$ cat src/rtl/ethernet_bridge_ingress_classifier_assert.svh
// Assertion macros used by the ingress classifier sequencer (ebic_ctrl).
`ifndef ETHERNET_BRIDGE_INGRESS_CLASSIFIER_ASSERT_SVH
`define ETHERNET_BRIDGE_INGRESS_CLASSIFIER_ASSERT_SVH

// Clocked check on clk_i, held off while rst_ni is low.
`define EBIC_ASSERT(name, prop, msg) \
  name: assert property (@(posedge clk_i) disable iff (!rst_ni) (prop)) \
    else $error(msg);

// Clocked check that a condition never holds.
`define EBIC_ASSERT_NEVER(name, cond, msg) \
  `EBIC_ASSERT(name, !(cond), msg)

`endif

$ cat src/rtl/ebic_pkg.sv
// Types and constants of the ethernet bridge ingress classifier.
`default_nettype none

package ebic_pkg;

  localparam int unsigned MacW     = 48;
  localparam int unsigned EtypeW   = 16;
  localparam int unsigned PortW    = 3;
  localparam int unsigned MaskW    = 8;
  localparam int unsigned EntIdxW  = 4;
  localparam int unsigned IdxExtW  = 6;
  localparam int unsigned ApbDataW = 64;
  localparam int unsigned ApbAddrW = 5;

  localparam logic [MacW-1:0]   LinkLocalBase = 48'h0180_C200_0000;
  localparam logic [MacW-1:0]   LinkLocalMask = 48'hFFFF_FFFF_FFF0;
  localparam logic [EtypeW-1:0] EtherTypePtp  = 16'h88F7;
  localparam int unsigned       GroupBitPos   = 40;

  localparam logic [1:0] RegBridgeMac = 2'd0;
  localparam logic [1:0] RegPortUp    = 2'd1;
  localparam logic [1:0] RegMember    = 2'd2;

  typedef enum logic [2:0] {
    ActDrop     = 3'd0,
    ActContinue = 3'd1,
    ActFlood    = 3'd2,
    ActLocal    = 3'd3,
    ActForward  = 3'd4
  } action_e;

  typedef enum logic [1:0] {
    SelForward = 2'd0,
    SelTail0   = 2'd1,
    SelTail1   = 2'd2
  } out_sel_e;

  typedef struct packed {
    logic     capture;
    logic     write;
    logic     rd_en;
    logic     note_hit;
    logic     out_load;
    out_sel_e out_sel;
  } dp_cmd_t;

  typedef struct packed {
    logic hit;
    logic fwd;
    logic out_free;
    logic tail_two;
  } dp_status_t;

endpackage

`default_nettype wire

$ cat src/rtl/ebic_ctrl.sv
// Sequencer of the ingress classifier: accepts words, scans the table, issues results.
`default_nettype none

`include "ethernet_bridge_ingress_classifier_assert.svh"

module ebic_ctrl #(
  parameter int unsigned FDB_DEPTH = 16,
  localparam int unsigned IdxW = (FDB_DEPTH > 1) ? $clog2(FDB_DEPTH) : 1
) (
  input  wire logic                  clk_i,
  input  wire logic                  rst_ni,
  input  wire logic                  in_valid_i,
  input  wire logic                  op_i,
  output      logic                  in_ready_o,
  input  wire ebic_pkg::dp_status_t  status_i,
  output      ebic_pkg::dp_cmd_t     cmd_o,
  output      logic [IdxW-1:0]       rd_addr_o
);
  import ebic_pkg::*;

  localparam int unsigned CntW = $clog2(FDB_DEPTH + 1);

  typedef enum logic [1:0] {
    StIdle,
    StScan,
    StTail0,
    StTail1
  } state_e;

  state_e          state_q;
  logic [CntW-1:0] ptr_q;
  logic            pend_q;
  logic            emit;
  logic            advance;
  logic            in_range;

  assign in_range   = ptr_q < CntW'(FDB_DEPTH);
  assign emit       = pend_q && status_i.fwd;
  assign advance    = !emit || status_i.out_free;
  assign in_ready_o = (state_q == StIdle);
  assign rd_addr_o  = ptr_q[IdxW-1:0];

  always_comb begin
    cmd_o = '0;
    cmd_o.out_sel = SelForward;
    unique case (state_q)
      StIdle: begin
        cmd_o.capture = in_valid_i;
        cmd_o.write   = in_valid_i && op_i;
      end
      StScan: begin
        cmd_o.rd_en    = advance && in_range;
        cmd_o.note_hit = pend_q && status_i.hit && advance;
        cmd_o.out_load = emit && status_i.out_free;
        cmd_o.out_sel  = SelForward;
      end
      StTail0: begin
        cmd_o.out_load = status_i.out_free;
        cmd_o.out_sel  = SelTail0;
      end
      StTail1: begin
        cmd_o.out_load = status_i.out_free;
        cmd_o.out_sel  = SelTail1;
      end
    endcase
  end

  always_ff @(posedge clk_i or negedge rst_ni) begin
    if (!rst_ni) begin
      state_q <= StIdle;
      ptr_q   <= '0;
      pend_q  <= 1'b0;
    end else begin
      unique case (state_q)
        StIdle: begin
          if (in_valid_i && !op_i) begin
            state_q <= StScan;
            ptr_q   <= '0;
            pend_q  <= 1'b0;
          end
        end
        StScan: begin
          if (advance) begin
            pend_q <= in_range;
            if (in_range) begin
              ptr_q <= ptr_q + CntW'(1);
            end else begin
              state_q <= StTail0;
            end
          end
        end
        StTail0: begin
          if (status_i.out_free) begin
            state_q <= status_i.tail_two ? StTail1 : StIdle;
          end
        end
        StTail1: begin
          if (status_i.out_free) begin
            state_q <= StIdle;
          end
        end
      endcase
    end
  end

  `EBIC_ASSERT(a_ptr_bound, ptr_q <= CntW'(FDB_DEPTH), "scan pointer beyond table")
  `EBIC_ASSERT(a_pend_scan, pend_q |-> state_q == StScan, "pending read outside scan")
  `EBIC_ASSERT(a_load_free, cmd_o.out_load |-> status_i.out_free, "result overwritten")
  `EBIC_ASSERT_NEVER(a_rd_range, cmd_o.rd_en && !in_range, "table read out of range")

endmodule

`default_nettype wire

$ cat src/rtl/ebic_datapath.sv
// Datapath of the ingress classifier: forwarding table, match logic and result register.
`default_nettype none

module ebic_datapath #(
  parameter int unsigned FDB_DEPTH = 16,
  localparam int unsigned IdxW = (FDB_DEPTH > 1) ? $clog2(FDB_DEPTH) : 1
) (
  input  wire logic                           clk_i,
  input  wire logic                           rst_ni,
  input  wire ebic_pkg::dp_cmd_t              cmd_i,
  input  wire logic [IdxW-1:0]                rd_addr_i,
  output      ebic_pkg::dp_status_t           status_o,
  input  wire logic [ebic_pkg::MacW-1:0]      dst_mac_i,
  input  wire logic [ebic_pkg::EtypeW-1:0]    ether_type_i,
  input  wire logic [ebic_pkg::PortW-1:0]     ingress_port_i,
  input  wire logic [ebic_pkg::EntIdxW-1:0]   entry_index_i,
  input  wire logic                           entry_valid_i,
  input  wire logic [ebic_pkg::MacW-1:0]      entry_mac_i,
  input  wire logic [ebic_pkg::PortW-1:0]     entry_port_i,
  input  wire logic [ebic_pkg::MacW-1:0]      bridge_mac_i,
  input  wire logic [ebic_pkg::MaskW-1:0]     port_up_mask_i,
  input  wire logic [ebic_pkg::MaskW-1:0]     member_mask_i,
  output      logic                           out_valid_o,
  input  wire logic                           out_stall_i,
  output      logic [2:0]                     action_o,
  output      logic [ebic_pkg::PortW-1:0]     egress_port_o,
  output      logic [ebic_pkg::PortW-1:0]     source_port_o,
  output      logic                           last_o
);
  import ebic_pkg::*;

  logic [MacW-1:0]      mac_mem [FDB_DEPTH];
  logic [PortW-1:0]     port_mem [FDB_DEPTH];
  logic [FDB_DEPTH-1:0] valid_q;

  logic [MacW-1:0]   dst_q;
  logic [EtypeW-1:0] etype_q;
  logic [PortW-1:0]  src_q;
  logic              matched_q;

  logic [MacW-1:0]  rd_mac_q;
  logic [PortW-1:0] rd_port_q;
  logic             rd_valid_q;

  logic             out_valid_q;
  action_e          out_action_q;
  logic [PortW-1:0] out_egress_q;
  logic [PortW-1:0] out_source_q;
  logic             out_last_q;

  logic [IdxExtW-1:0] wr_ext;
  logic [IdxW-1:0]    wr_addr;
  logic               wr_en;
  logic               hit;
  logic               out_free;
  action_e            act0;
  action_e            act1;
  logic               two;

  assign wr_ext  = IdxExtW'(entry_index_i);
  assign wr_addr = wr_ext[IdxW-1:0];
  assign wr_en   = cmd_i.write && (wr_ext < IdxExtW'(FDB_DEPTH));

  always_ff @(posedge clk_i) begin
    if (wr_en) begin
      mac_mem[wr_addr]  <= entry_mac_i;
      port_mem[wr_addr] <= entry_port_i;
    end
    if (cmd_i.rd_en) begin
      rd_mac_q   <= mac_mem[rd_addr_i];
      rd_port_q  <= port_mem[rd_addr_i];
      rd_valid_q <= valid_q[rd_addr_i];
    end
    if (cmd_i.capture) begin
      dst_q   <= dst_mac_i;
      etype_q <= ether_type_i;
      src_q   <= ingress_port_i;
    end
  end

  always_ff @(posedge clk_i or negedge rst_ni) begin
    if (!rst_ni) begin
      valid_q   <= '0;
      matched_q <= 1'b0;
    end else begin
      if (wr_en) begin
        valid_q[wr_addr] <= entry_valid_i;
      end
      if (cmd_i.capture) begin
        matched_q <= 1'b0;
      end else if (cmd_i.note_hit) begin
        matched_q <= 1'b1;
      end
    end
  end

  assign hit = rd_valid_q && (rd_mac_q == dst_q) && member_mask_i[rd_port_q];

  always_comb begin
    priority if ((dst_q & LinkLocalMask) == LinkLocalBase) begin
      act0 = ActDrop;
      act1 = ActDrop;
      two  = 1'b0;
    end else if (etype_q == EtherTypePtp) begin
      act0 = ActContinue;
      act1 = ActDrop;
      two  = 1'b0;
    end else if (dst_q[GroupBitPos]) begin
      act0 = ActFlood;
      act1 = ActLocal;
      two  = 1'b1;
    end else if (dst_q == bridge_mac_i) begin
      act0 = ActLocal;
      act1 = ActDrop;
      two  = 1'b0;
    end else begin
      act0 = ActFlood;
      act1 = ActDrop;
      two  = 1'b1;
    end
  end

  assign out_free = !out_valid_q || !out_stall_i;

  assign status_o.hit      = hit;
  assign status_o.fwd      = hit && port_up_mask_i[rd_port_q];
  assign status_o.out_free = out_free;
  assign status_o.tail_two = !matched_q && two;

  always_ff @(posedge clk_i or negedge rst_ni) begin
    if (!rst_ni) begin
      out_valid_q <= 1'b0;
    end else if (cmd_i.out_load) begin
      out_valid_q <= 1'b1;
    end else if (!out_stall_i) begin
      out_valid_q <= 1'b0;
    end
  end

  always_ff @(posedge clk_i) begin
    if (cmd_i.out_load) begin
      out_source_q <= src_q;
      unique case (cmd_i.out_sel)
        SelForward: begin
          out_action_q <= ActForward;
          out_egress_q <= rd_port_q;
          out_last_q   <= 1'b0;
        end
        SelTail0: begin
          out_action_q <= matched_q ? ActDrop : act0;
          out_egress_q <= '0;
          out_last_q   <= matched_q || !two;
        end
        default: begin
          out_action_q <= act1;
          out_egress_q <= '0;
          out_last_q   <= 1'b1;
        end
      endcase
    end
  end

  assign out_valid_o   = out_valid_q;
  assign action_o      = out_action_q;
  assign egress_port_o = out_egress_q;
  assign source_port_o = out_source_q;
  assign last_o        = out_last_q;

endmodule

`default_nettype wire

$ cat src/rtl/ethernet_bridge_ingress_classifier.sv
// A classify word holds off the next word until its scan and its closing results have been
// issued, plus any output stall; a write is taken in the idle state without leaving it.
// A forwarding hit yields a result during the scan; the closing results always follow the scan.
// The scan reads one entry per cycle via the registered read port, holding while a result stalls.
// Results leave through one output register, so the next word is taken while the last waits.
// Reset clears the table valid bits, the sequencer, the config registers and the output valid flag.
`default_nettype none

module ethernet_bridge_ingress_classifier #(
  parameter int unsigned FDB_DEPTH = 16
) (
  input  wire logic                              clk_i,
  input  wire logic                              rst_ni,
  input  wire logic                              psel,
  input  wire logic                              penable,
  input  wire logic                              pwrite,
  input  wire logic [ebic_pkg::ApbAddrW-1:0]     paddr,
  input  wire logic [ebic_pkg::ApbDataW-1:0]     pwdata,
  output      logic [ebic_pkg::ApbDataW-1:0]     prdata,
  output      logic                              pready,
  input  wire logic                              in_valid_i,
  output      logic                              in_stall_o,
  input  wire logic                              op_i,
  input  wire logic [ebic_pkg::MacW-1:0]         dst_mac_i,
  input  wire logic [ebic_pkg::EtypeW-1:0]       ether_type_i,
  input  wire logic [ebic_pkg::PortW-1:0]        ingress_port_i,
  input  wire logic [ebic_pkg::EntIdxW-1:0]      entry_index_i,
  input  wire logic                              entry_valid_i,
  input  wire logic [ebic_pkg::MacW-1:0]         entry_mac_i,
  input  wire logic [ebic_pkg::PortW-1:0]        entry_port_i,
  output      logic                              out_valid_o,
  input  wire logic                              out_stall_i,
  output      logic [2:0]                        action_o,
  output      logic [ebic_pkg::PortW-1:0]        egress_port_o,
  output      logic [ebic_pkg::PortW-1:0]        source_port_o,
  output      logic                              last_o
);
  import ebic_pkg::*;

  localparam int unsigned IdxW = (FDB_DEPTH > 1) ? $clog2(FDB_DEPTH) : 1;

  logic [MacW-1:0]  bridge_mac_q;
  logic [MaskW-1:0] port_up_q;
  logic [MaskW-1:0] member_q;
  logic [1:0]       reg_idx;
  logic             cfg_wr;
  logic             in_ready;
  dp_cmd_t          cmd;
  dp_status_t       status;
  logic [IdxW-1:0]  rd_addr;

  assign pready  = 1'b1;
  assign reg_idx = paddr[4:3];
  assign cfg_wr  = psel && penable && pwrite && pready;

  always_ff @(posedge clk_i or negedge rst_ni) begin
    if (!rst_ni) begin
      bridge_mac_q <= '0;
      port_up_q    <= '0;
      member_q     <= '0;
    end else if (cfg_wr) begin
      unique case (reg_idx)
        RegBridgeMac: bridge_mac_q <= pwdata[MacW-1:0];
        RegPortUp:    port_up_q    <= pwdata[MaskW-1:0];
        RegMember:    member_q     <= pwdata[MaskW-1:0];
        default: ;
      endcase
    end
  end

  always_comb begin
    unique case (reg_idx)
      RegBridgeMac: prdata = ApbDataW'(bridge_mac_q);
      RegPortUp:    prdata = ApbDataW'(port_up_q);
      RegMember:    prdata = ApbDataW'(member_q);
      default:      prdata = '0;
    endcase
  end

  assign in_stall_o = !in_ready;

  ebic_ctrl #(
    .FDB_DEPTH (FDB_DEPTH)
  ) u_ctrl (
    .clk_i      (clk_i),
    .rst_ni     (rst_ni),
    .in_valid_i (in_valid_i),
    .op_i       (op_i),
    .in_ready_o (in_ready),
    .status_i   (status),
    .cmd_o      (cmd),
    .rd_addr_o  (rd_addr)
  );

  ebic_datapath #(
    .FDB_DEPTH (FDB_DEPTH)
  ) u_datapath (
    .clk_i          (clk_i),
    .rst_ni         (rst_ni),
    .cmd_i          (cmd),
    .rd_addr_i      (rd_addr),
    .status_o       (status),
    .dst_mac_i      (dst_mac_i),
    .ether_type_i   (ether_type_i),
    .ingress_port_i (ingress_port_i),
    .entry_index_i  (entry_index_i),
    .entry_valid_i  (entry_valid_i),
    .entry_mac_i    (entry_mac_i),
    .entry_port_i   (entry_port_i),
    .bridge_mac_i   (bridge_mac_q),
    .port_up_mask_i (port_up_q),
    .member_mask_i  (member_q),
    .out_valid_o    (out_valid_o),
    .out_stall_i    (out_stall_i),
    .action_o       (action_o),
    .egress_port_o  (egress_port_o),
    .source_port_o  (source_port_o),
    .last_o         (last_o)
  );

endmodule

`default_nettype wire
$ cat config.mk
export PLATFORM = sky130hd
export DESIGN_NAME = ethernet_bridge_ingress_classifier
export DESIGN_NICKNAME = d
export VERILOG_FILES = /design/src/rtl/ebic_pkg.sv /design/src/rtl/ebic_ctrl.sv /design/src/rtl/ebic_datapath.sv /design/src/rtl/ethernet_bridge_ingress_classifier.sv
export VERILOG_INCLUDE_DIRS = /design/src /design/src/rtl
export SDC_FILE = /design/constraint.sdc
export NUM_CORES = 1
export LEC_CHECK = 0
export ABC_AREA = 0
export BUFFER_PORTS_ARGS = -buffer_cell sky130_fd_sc_hd__buf_2
export CORE_MARGIN = 4
export CORE_UTILIZATION = 45
export DETAILED_ROUTE_END_ITERATION = 8
export PLACE_DENSITY = 0.64
export SKIP_LAST_GASP = 1
export SLEW_MARGIN = 20
export SYNTH_ARGS = -nofsm -noshare
export SYNTH_HDL_FRONTEND = slang
export SYNTH_SLANG_ARGS = --single-unit
export TNS_END_PERCENT = 1
$ cat constraint.sdc
create_clock -name clk_i -period 8.3 [get_ports clk_i]
set_input_delay 1.245 -clock clk_i [delete_from_list [all_inputs] [get_ports clk_i]]
set_output_delay 1.245 -clock clk_i [all_outputs]
set_load 0.02 [all_outputs]
==> impl_metrics.ini <==
[grt]
track_usage_pct = 21.2
grt_pass1_wl_um = 148000
grt_max_degree = 137
grt_pass1_vias = 22200
antenna_found_initial = 22
grt-ovfl-total = 0

[route]
viasPerCell = 5.75
wirelength_um = 102000
drc = 0
wl_per_cell_um = 27.1
drt-pass1-iter-count = 6
antenna_left = 0
num_vias = 21800
first_iter_violations = 2298

[logic_synthesis]
async_flop_share_pct = 8.70
ys_warn_count = 0
synth_mux_area_share_pct = 13.6
synth_ff_type = edfxtp_1
synth_xor_xnor_area_share_pct = 1.91
netlist_area_mm2 = 0.0409
ys_types = 56
synth_fa_ha_area_share_pct = 0.0306
ys_seq_area_share_pct = 74.9
synth_top_family_by_area = multiplexers
ys_ff_latch = 1035
synth_simple_gate_area_share_pct = 3.52
syn-instance-count = 2230
synth_compound_area_share_pct = 4.61
avgSynthCellArea_um2 = 18.3
synth-edff-count = 945

[die]
coreArea_mm2 = 0.0901
die-area_mm2 = 0.0958
initial_core_util_pct = 45.4
die_w_um = 309
die_h_um = 309
io_pins = 277
num_rows = 110

[timing]
setup_viol = 0
drv_slew = 0
layout_min_cycle_time_ns = 3.67
fin_setup_tns_ns = 0
period_share_pct = 44.2
worstMarginPinSlew_ns = 1.13
hold_viol_final = 0
fin_worst_skew_ns = 0.0223
slew_headroom_pct = 24.9
rsz0062_at_grt = no
fmaxAchievable_mhz = 272

[final_layout]
mostFrequentLayoutCells = 945 x edfxtp_1, 239 x buf_2, 168 x mux2i_1
layout-drive-gt1-share_pct = 27.1
areaGrowthSynthToFinish_pct = 15.1
stdcell_area_mm2 = 0.0471
nets = 2715
layout_commonest_cell = edfxtp_1

[setup_path]
critPathSlowestCell = nor2b_1
cp-start-kind = input pin
crit_path_cell_trace = buf_2 > nor2b_1 > nand2_1 > o21ai_0 > buf_2
cp.arrival_ns = 2.43
reg2reg_depth = 7
crit_top_cell = buf_2
critPathMaxStageDelay_ns = 0.52
crit_required_ns = 7.05
cp-end-kind = primary output
critPathMaxFanout = 14
worstSetupPathType = input pin to primary output

[cts]
htree_num_levels = 3
cts.repair.resized = 0
clkSinkCount = 1035
cts_hold_buf = 0
post_cts_buffers = 0
clkTransAtPathRegs_ns = 0.07
cts_buffers = 107
worstSkewPairLatency_ns = 0.70
ctsRootBufferMaster = clkbuf_16
cts_buffer_depth = 3
tritoncts = done

[pwr]
irDropWorstVdd_v = 0.000215
p_total_w = 0.0147
power_density_mw_per_mm2 = 313
p_leak_nw = 16.2

[placement]
port_buffers = 240
dp_hpwl_um = 60700
gp_routability_congestion = 0.842
post_dp_cell_area_mm2 = 0.0436

[run_status]
status = complete, no violations

[worst_hold_path]
hold_depth = 0
min_path_type = flip-flop to flip-flop

[job]
cap_violations = 0
-- report_power, final --
group          leakage, nW  internal [W]  switching (W)  total (W)
Combinational         4.83       0.00143        0.00202    0.00345
Sequential            9.68       0.00619       0.000466    0.00665
Clock                 1.66       0.00262        0.00201    0.00463
-- critical path, delay by kind of cell --
family	cells	cell delay, ns
buf+inv	2	0.43
simple gates	2	0.63
compound gates	1	0.12
-- final cells by class --
class                           count  area [um^2]
Tap cell                         1176         1470
Antenna cell                        6         15.0
Sequential cell                  1035        30600
Clock inverter                     72          663
Multi-Input combinational cell   1073         9860
Inverter                           15         56.3
Fill cell                        7115        43100
Clock buffer                      124         2760
Timing Repair Buffer              282         1600
-- metal layers --
| metal | vias up | wire (um) | global-route usage (%) |
|---|---|---|---|
| met5 | - | 103 | 0 |
| met4 | 16 | 3060 | 7.29 |
| met1 | 11200 | 42100 | 28.6 |
| li1 | 9479 | - | - |
| met3 | 189 | 7870 | 4.44 |
| met2 | 867 | 49300 | 34.5 |
-- metrics by stage --
step,utilization (%),hold slack (ns),setup WS (ns),cells
global route,52.2,0.451,4.51,3779
CTS,52.1,0.428,4.57,3775
floorplan,-,0.400,0.129,2245
finish,52.2,0.436,4.63,3783
detailed placement,48.3,0.417,4.18,3579
global placement,48.3,0.416,4.13,3576
-- cells in the mapped netlist (2+ instances only) --
library cell | count | area, um^2
inv_1 | 14 | 52.6
clkbuf_1 | 68 | 255
a221oi_1 | 52 | 455
a22oi_1 | 55 | 413
mux4_2 | 106 | 2390
buf_2 | 22 | 110
a31oi_1 | 2 | 12.5
edfxtp_1 | 945 | 28400
mux2_2 | 131 | 1480
nor2_1 | 27 | 101
mux2i_1 | 168 | 1680
nand3_1 | 11 | 55.1
nor4_2 | 2 | 25.0
buf_1 | 15 | 56.3
xor2_1 | 65 | 569
o21ai_0 | 121 | 606
conb_1 | 2 | 7.51
o22ai_1 | 2 | 12.5
a21oi_1 | 56 | 280
nand4b_1 | 4 | 35.0
xnor2_1 | 24 | 210
nand2b_1 | 5 | 31.3
nor4b_1 | 6 | 52.6
or4_1 | 5 | 37.5
nor3_1 | 12 | 60.1
nor4_1 | 24 | 150
nor3b_1 | 3 | 22.5
nand3b_1 | 4 | 30.0
nand4_1 | 18 | 113
and2_1 | 42 | 263
dfrtp_1 | 90 | 2250
nand2_1 | 80 | 300
nor2b_1 | 10 | 62.6
buf_4 | 17 | 128
-- state kept, by name, indices dropped and copies added (netlist names), 2 cells and up --
| register | cells |
|---|---|
| u_datapath.action_o | 3 |
| u_datapath.egress_port_o | 3 |
| u_datapath.source_port_o | 3 |
| u_datapath.rd_port_q | 3 |
| u_datapath.etype_q | 16 |
| bridge_mac_q | 48 |
| u_datapath.src_q | 3 |
| u_datapath.rd_mac_q | 48 |
| u_datapath.valid_q | 16 |
| u_datapath.dst_q | 48 |
| u_ctrl.ptr_q | 5 |
| u_datapath.port_mem | 48 |
| u_datapath.mac_mem | 768 |
| u_ctrl.state_q | 2 |
| member_q | 8 |
| port_up_q | 8 |
-- final timing paths --
path                                                    start                               endpoint  slack (ns)
worst min register to register  u_datapath.src_q[2]$_DFFE_PP_  u_datapath.source_port_o[2]$_DFFE_PP_        0.44
min in group asynchronous                              rst_ni          u_ctrl.state_q[0]$_DFFE_PN0P_        0.47
worst max register to register    u_ctrl.ptr_q[2]$_DFFE_PN0P_      u_datapath.rd_mac_q[41]$_DFFE_PP_        4.64
worst min-delay path            u_datapath.src_q[2]$_DFFE_PP_  u_datapath.source_port_o[2]$_DFFE_PP_        0.44
worst max-delay path                                 paddr[4]                              prdata[4]        4.63
max in group asynchronous                              rst_ni           bridge_mac_q[18]$_DFFE_PN0P_        6.64
-- logic make-up after synthesis --
| logic type | count (synthesis) |
|---|---|
| AOI/OAI and AO/OA | 299 |
| xor gates and xnor gates | 89 |
| adders and majority gates | 1 |
| buffers and inverters | 137 |
| DFF | 1035 |
| muxes | 405 |
| other | 2 |
| and+or+nand+nor | 262 |
Power figures use the tool's default switching activity.
